File: config.mk
export PLATFORM = sky130hd
export DESIGN_NAME = salc_scan
export DESIGN_NICKNAME = d
export VERILOG_FILES = /design/src/hw/rtl/salc_pkg.sv /design/src/hw/rtl/salc_scan.sv
export SDC_FILE = /design/constraint.sdc
export NUM_CORES = 1
export LEC_CHECK = 0
export BUFFER_PORTS_ARGS = -buffer_cell sky130_fd_sc_hd__buf_4
export CAP_MARGIN = 20
export CORE_AREA = 3 3 239 241
export CTS_CLUSTER_DIAMETER = 50
export DETAILED_ROUTE_END_ITERATION = 7
export DIE_AREA = 0 0 242 244
export HOLD_SLACK_MARGIN = 0.06
export PLACE_DENSITY = 0.43
export SLEW_MARGIN = 25
export SYNTH_ARGS = -nofsm -noshare
export SYNTH_HDL_FRONTEND = slang
export SYNTH_SLANG_ARGS = --single-unit
File: constraint.sdc
create_clock -name clk_i -period 3.7 [get_ports clk_i]
set_input_delay 0.74 -clock clk_i [delete_from_list [all_inputs] [get_ports clk_i]]
set_output_delay 0.74 -clock clk_i [all_outputs]
set_load 0.005 [all_outputs]
File: src/hw/rtl/salc_pkg.sv
// ============================================================================
// salc_pkg
// Shared types, constants and helpers for the set-associative LRU cache model.
// ============================================================================
package salc_pkg;

  localparam int unsigned MAX_SET_BITS = 6;
  localparam int unsigned WAYS         = 4;
  localparam int unsigned ADDR_WIDTH   = 64;

  localparam int unsigned NUM_SETS = 1 << MAX_SET_BITS;
  localparam int unsigned SET_W    = (MAX_SET_BITS > 0) ? MAX_SET_BITS : 1;
  localparam int unsigned WAY_W    = (WAYS > 1) ? $clog2(WAYS) : 1;
  localparam int unsigned AGE_W    = WAY_W;
  localparam int unsigned ECNT_W   = $clog2(WAYS + 1);
  localparam int unsigned TAG_W    = 64;
  localparam int unsigned CNT_W    = 32;
  localparam int unsigned CFG_W    = 6;
  localparam int unsigned CFG_IDX_W = 2;

  localparam logic [63:0] ADDR_MASK =
      (ADDR_WIDTH >= 64) ? {64{1'b1}} : ((64'd1 << ADDR_WIDTH) - 64'd1);
  localparam logic [AGE_W-1:0] AGE_OLDEST = AGE_W'(WAYS - 1);

  typedef enum logic [1:0] {
    CMD_LOAD   = 2'd0,
    CMD_STORE  = 2'd1,
    CMD_MODIFY = 2'd2,
    CMD_PROBE  = 2'd3
  } cmd_e;

  typedef enum logic [CFG_IDX_W-1:0] {
    REG_SET_BITS    = 2'd0,
    REG_WAYS_IN_USE = 2'd1,
    REG_OFFSET_BITS = 2'd2
  } reg_idx_e;

  typedef enum logic [1:0] {
    ST_IDLE,
    ST_READ,
    ST_SCAN,
    ST_UPDATE
  } state_e;

  typedef struct packed {
    logic [1:0]  command;
    logic [63:0] address;
  } req_t;

  typedef struct packed {
    logic             access_hit;
    logic             access_evicted;
    logic [CNT_W-1:0] hit_total;
    logic [CNT_W-1:0] miss_total;
    logic [CNT_W-1:0] evict_total;
  } res_t;

  typedef struct packed {
    logic latch;
    logic rd;
    logic scan_clr;
    logic scan;
    logic wr;
  } ctrl_t;

  typedef struct packed {
    logic match;
    logic last;
  } stat_t;

  typedef logic [WAYS-1:0][TAG_W-1:0] tag_row_t;
  typedef logic [WAYS-1:0][AGE_W-1:0] age_row_t;
  typedef logic [WAYS-1:0]            vld_row_t;

  function automatic logic [CNT_W-1:0] sat_add(logic [CNT_W-1:0] a, logic [1:0] n);
    logic [CNT_W:0] r;
    r = {1'b0, a} + (CNT_W + 1)'(n);
    return r[CNT_W] ? {CNT_W{1'b1}} : r[CNT_W-1:0];
  endfunction

endpackage

File: src/hw/rtl/salc_scan.sv
// ============================================================================
// salc_scan
// Shared way compare unit: one way per cycle, then the row update.
// ============================================================================
module salc_scan import salc_pkg::*; (
  input  logic              clk_i,
  input  logic              rst_ni,
  input  ctrl_t             ctrl_i,
  input  logic [TAG_W-1:0]  tag_i,
  input  logic [ECNT_W-1:0] ways_i,
  input  tag_row_t          tag_row_i,
  input  age_row_t          age_row_i,
  input  vld_row_t          vld_row_i,
  output stat_t             stat_o,
  output logic              hit_o,
  output logic              evict_o,
  output tag_row_t          tag_row_o,
  output age_row_t          age_row_o,
  output vld_row_t          vld_row_o
);

  logic [WAY_W-1:0] way_q, way_d;
  logic             hit_q, hit_d;
  logic             have_empty_q, have_empty_d;
  logic [WAY_W-1:0] hit_way_q, hit_way_d;
  logic [WAY_W-1:0] empty_q, empty_d;
  logic [WAY_W-1:0] victim_q, victim_d;
  logic [AGE_W-1:0] best_q, best_d;

  logic [TAG_W-1:0] cur_tag;
  logic [AGE_W-1:0] cur_age;
  logic             cur_vld;
  logic [WAY_W-1:0] used_way;
  logic [AGE_W-1:0] old_age;

  always_comb begin
    cur_tag = tag_row_i[way_q];
    cur_age = age_row_i[way_q];
    cur_vld = vld_row_i[way_q];
    stat_o.match = cur_vld && (cur_tag == tag_i);
    stat_o.last  = ((ECNT_W'(way_q) + ECNT_W'(1)) == ways_i);
  end

  always_comb begin
    way_d        = way_q;
    hit_d        = hit_q;
    have_empty_d = have_empty_q;
    hit_way_d    = hit_way_q;
    empty_d      = empty_q;
    victim_d     = victim_q;
    best_d       = best_q;
    if (ctrl_i.scan_clr) begin
      way_d        = '0;
      hit_d        = 1'b0;
      have_empty_d = 1'b0;
    end else if (ctrl_i.scan) begin
      way_d = way_q + WAY_W'(1);
      if (stat_o.match) begin
        hit_d     = 1'b1;
        hit_way_d = way_q;
      end
      if (!cur_vld && !have_empty_q) begin
        have_empty_d = 1'b1;
        empty_d      = way_q;
      end
      // Oldest way wins, lowest way among equals.
      if ((way_q == '0) || (cur_age > best_q)) begin
        best_d   = cur_age;
        victim_d = way_q;
      end
    end
  end

  always_ff @(posedge clk_i or negedge rst_ni) begin
    if (!rst_ni) begin
      way_q        <= '0;
      hit_q        <= 1'b0;
      have_empty_q <= 1'b0;
    end else begin
      way_q        <= way_d;
      hit_q        <= hit_d;
      have_empty_q <= have_empty_d;
    end
  end

  always_ff @(posedge clk_i) begin
    hit_way_q <= hit_way_d;
    empty_q   <= empty_d;
    victim_q  <= victim_d;
    best_q    <= best_d;
  end

  always_comb begin
    if (hit_q) begin
      used_way = hit_way_q;
    end else if (have_empty_q) begin
      used_way = empty_q;
    end else begin
      used_way = victim_q;
    end
    old_age = hit_q ? age_row_i[hit_way_q] : AGE_OLDEST;

    age_row_o = age_row_i;
    for (int j = 0; j < WAYS; j++) begin
      if (ECNT_W'(j) < ways_i) begin
        if (WAY_W'(j) == used_way) begin
          age_row_o[j] = '0;
        end else if (vld_row_i[j] && (age_row_i[j] < old_age) &&
                     (age_row_i[j] < AGE_OLDEST)) begin
          age_row_o[j] = age_row_i[j] + AGE_W'(1);
        end
      end
    end

    tag_row_o = tag_row_i;
    if (!hit_q) begin
      tag_row_o[used_way] = tag_i;
    end
    vld_row_o           = vld_row_i;
    vld_row_o[used_way] = 1'b1;
  end

  assign hit_o   = hit_q;
  assign evict_o = !hit_q && !have_empty_q;

endmodule

[Word level (Yosys, flattened, before mapping)]
Index checks and enable logic that the tools add are counted.
Storage, ports and cells
  register bits: 12
  output and inout port bits: 272
  logic and storage cells: 100
Cells by class
  $add $sub $neg: 6
  $lt $le $gt $ge: 17
  equal/unequal tests: 5
  multiplexer cells: 37
  bitwise gates (word level): 2
  reductions and logical operators: 26
Operators by type and width (count)
  bitwise mux 256 bit: 1
  two-way mux 256 bit: 1
  binary-select mux 64 bit (select 2 bit): 1
  demux 64 bit (select 2 bit): 1
  two-way mux 64 bit: 2
  equality test 64 bit: 1
  two-way mux 2 bit: 19
  logical AND 1 bit: 12
  adder 2 x 1 -> 2 bit, second input constant: 5
  < comparator 2 x 3 -> 1 bit, second input constant: 3
  AND reduction 3 bit: 3
  binary-select mux 2 bit (select 2 bit): 2
  < comparator 2 bit: 4
  < comparator 2 bit, second input constant: 4
  two-way mux 1 bit: 8
  < comparator 1 x 3 -> 1 bit, first input constant: 2
  < comparator 2 x 3 -> 1 bit, first input constant: 2
  nonzero test 2 bit: 3
  equality test 2 bit, first input constant: 2
  zero test 2 bit: 2
  bitwise OR 4 bit: 1
  AND reduction 2 bit: 2
  adder 2 x 1 -> 3 bit, second input constant: 1
  equality test 3 bit: 1
  other kinds (8): 10

[Logic depth before layout (Yosys ltp)]
  depth in word-level cells: 9
  depth in mapped cells: 14
  depth with buffers taken out: 9

[Least setup slack after synthesis]
OpenSTA, ideal clock, no wires.
  path type: in2out
  from: input port tag_row_i[211] in the netlist's numbering
  to: output port stat_o[1] in the netlist's numbering
  arrival time: 2.677 ns
  required time: 2.960 ns
  setup slack: 0.283 ns
  cell stages on the path: 5
  buffers on the path: 0
  path through: mux4_2 > a22o_1 > or4_1 > or4_4 > nor4b_1
RTL lines
  from (decl): line salc_scan.sv:11  | input tag_row_t tag_row_i,
  to (decl): line salc_scan.sv:14  | output stat_t stat_o,

==> run_results.csv <==
group,metric,value,unit
detailed_routing,drt-pass1-iter-count,4,
timing,worstMarginPinSlew,0.540,ns
critical_path,setup.worst_path.class,"reg -> out",
floorplan,die_area,59000,um^2
global_routing,antenna_violations_before_repair,0,
critical_path,crit_chain,"buf_12, mux4_2, a22o_1, or4_1, or4_4, nor4b_2, buf_4",
clock_tree,ctsRootBufferMaster,"clkbuf_16",
cells_and_area,area_growth,88.3,%
outcome,violations,"negative setup slack",
synth,synth_nets,1064,
pwr,power.static_leakage,5.77,nW
critical_path,timing.critical_path.depth,7,
synth,synth_seq_cells,12,
critical_path,ff2ff_path_depth,8,
clock_tree,total_of_hold_buffers_inserted_after_clock_tree_synthesis,0,
floorplan,die-height,244,um
floorplan,ioPinCount,614,
worst_hold_path,worstHoldPathType,"in -> async",
synth,yosysTopAreaCellShare,41.7,%
critical_path,critPathArrivalTime,3.16,ns
timing,min_period_over_period,106,%
detailed_routing,avgViaCountPerCell,4.22,
detailed_routing,detail-route-antenna-nets,0,
placement,preCtsSetupSlack,-0.152,ns
detailed_routing,route.vias.total,8906,
timing,slew-limit-headroom,63.0,%
global_routing,grt_start_max_net_pins,40,
clock_tree,cts_htree_levels,1,
clock_tree,tritoncts,"yes",
synth,synth.cell_area,7130,um^2
synth,number_of_warnings_reported_in_the_yosys_synthesis_log,0,
global_routing,grt_util_all_layers,16.1,%
critical_path,end_kind,"primary output",
placement,dp_hpwl,44500,um
critical_path,worstSetupStartpointType,"flip-flop",
synth,ys_seq_area_share,4.77,%
timing,setup_ws,-0.204,ns
cells_and_area,drive_above_1_share,76.5,%
synth,yosys.cell_count.top_type,"mux2_2",
floorplan,core_area,55100,um^2
timing,setup-tns-final,-0.204,ns
placement,placement.io_buffers,610,
timing,timing.final.setup_violations,1,
timing,max_clock_freq,256,MHz
timing,finalCriticalPeriod,3.90,ns
global_routing,via_count_of_the_first_global_routing_pass,9718,
clock_tree,cts_sinks,12,
critical_path,worst_path_dominant_cell_family,"simple AND/OR/NAND/NOR gates",
critical_path,cp_slowest_cell,"dfrtp_4",
pwr,irDropWorstVdd,0.184,mV
clock_tree,cts-root-to-sink-buffers,2,
synth,ys_types,59,
synth,ys.flop_type,"edfxtp_1",
synth,synth_enable_flop_cells,8,
critical_path,worst-path-buf-inv,2,
critical_path,critPathMaxFanout,7,
critical_path,cp_data_required_time,2.96,ns
floorplan,die_w,242,um
cells_and_area,finalNetCount,1716,
floorplan,floorplan.rows,86,
synth,synth-async-reset-ratio,33.3,%
synth,cells_after_synth,710,
detailed_routing,detail_route.iter0.violations,322,
timing,timing_max_transition_violations_final,0,
detailed_routing,wirelength,51100,um
timing,rsz0062_at_grt,"yes",
synth,synth_area_leader_cell,"mux2_2",
cells_and_area,stdcell_area,13400,um^2
outcome,status,"complete, but fails checks",
pwr,power.density,219,nW/um^2
critical_path,critPathMaxStageDelay,0.54,ns
placement,placed_cell_area,13200,um^2
synth,synth_top_cells_by_count,"264 x mux2_2, 58 x mux2i_1, 43 x mux4_2",
global_routing,globalRouteOverflowTotal,0,
clock_tree,clkLatencyLatePin,0.24,ns
timing,timing.final.hold_violations,0,
synth,syn_avg_cell_area,10.0,um^2
timing,finClkSkew,0.00640,ns
clock_tree,clkSlewWorstSetupHoldPaths,0.05,ns
placement,place_congestion,0.937,
clock_tree,tritoncts.num_buffers,3,
run,timing.max_cap.violations,0,
global_routing,grt_first_pass_wirelength,70200,um
detailed_routing,wl_per_cell,24.2,um
synth,top_area_cells_in_the_synthesized_netlist,"mux2_2 42%, mux4_2 14%, mux2i_1 8.1%",
detailed_routing,route.detailed.drc,0,
floorplan,start_util,12.9,%
## power breakdown
group	leakage (nW)	switching [mW]	internal, mW
combinational	5.60	1.13	1.42
sequential	0.124	0.0121	0.156
clock	0.0442	0.0575	0.163
## cell type report
| class | count | area (um^2) |
|---|---|---|
| Antenna cell | 2 | 5.00 |
| Clock buffer | 4 | 88.8 |
| Fill cell | 6087 | 41700 |
| Inverter | 25 | 93.8 |
| Multi-Input combinational cell | 620 | 6470 |
| Sequential cell | 12 | 348 |
| Tap cell | 748 | 936 |
| Timing Repair Buffer | 700 | 5490 |
## flip-flops by register name, indices dropped and copies added, names as in the netlist
name	flops
best_q	2
empty_q	2
have_empty_q	1
hit_o	1
hit_way_q	2
victim_q	2
way_q	2
## stage by stage
step | util, % | instances | total power [mW] | hold WS (ns)
floorplan | - | 710 | 1.26 | 0.444
global placement | 24.0 | 2101 | 2.74 | 0.544
detailed placement | 24.0 | 2101 | 2.73 | 0.546
CTS | 24.2 | 2108 | 2.99 | 0.286
global route | 24.4 | 2109 | 3.13 | 0.287
finish | 24.4 | 2111 | 2.95 | 0.288
## placed cells by master (no fill, tap or decap), drive strengths merged, types with 8 or more instances in the layout
master,synthesis,routed
nand2,18,18
o21ai,11,11
inv,25,24
xor2,8,8
xnor2,31,31
nor3,11,11
buf,32,699
mux2i,58,58
nor2,24,24
o22ai,11,11
nand3,9,9
nor2b,8,8
nand2b,17,17
edfxtp,8,8
mux2,272,272
a21oi,8,8
mux4,45,45
ha,12,12
## worst reg2reg max path: stages, from the launching register on
cell and delay [ns]:
dfrtp_4 0.54, buf_12 0.17, mux4_2 0.53, a22o_1 0.28, or4_1 0.52, or4_4 0.48, buf_4 0.17, nor4_4 0.20
buf_4 0.17
## final timing paths
path | endpoint | startpoint | slack, ns
min in group clk_i | have_empty_q | have_empty_q | 0.67
worst min-delay path | way_q[1] | rst_ni | 0.29
max in group asynchronous | way_q[0] | rst_ni | 3.29
worst max-delay path | stat_o[1] | way_q[0] | -0.20
worst max register to register | hit_way_q[0] | way_q[0] | 0.35
worst min register to register | have_empty_q | have_empty_q | 0.67
## logic make-up (layout without fill, tap and decap cells)
logic type      after synthesis  in the layout  synth area share [%]
xor+xnor                     39             39                  4.79
mux                         375            375                  65.4
flops                        12             12                  4.77
buf+inv                      78            729                  6.05
fa+ha+maj                    12             12                  2.10
other cells                   0              2                     0
compound gates               74             74                  7.59
simple gates                120            120                  9.31
## per-layer routing
metal	vias up	GRT usage (%)	part of all wire (%)
met1	4320	19.5	40
met4	0	3.18	2.3
met3	46	2.63	5.8
met2	430	29.9	51
met5	-	0	0
li1	4110	-	-
## repair_timing
| action | CTS | global route |
|---|---|---|
| setup endpoints to repair | 1 | 1 |
| setup buffers | 3 | 0 |
| resized for setup | 9 | 10 |
| gates cloned | 0 | 1 |
| pin swaps | 2 | 1 |
Note: power is estimated with default switching activity, not from simulation.
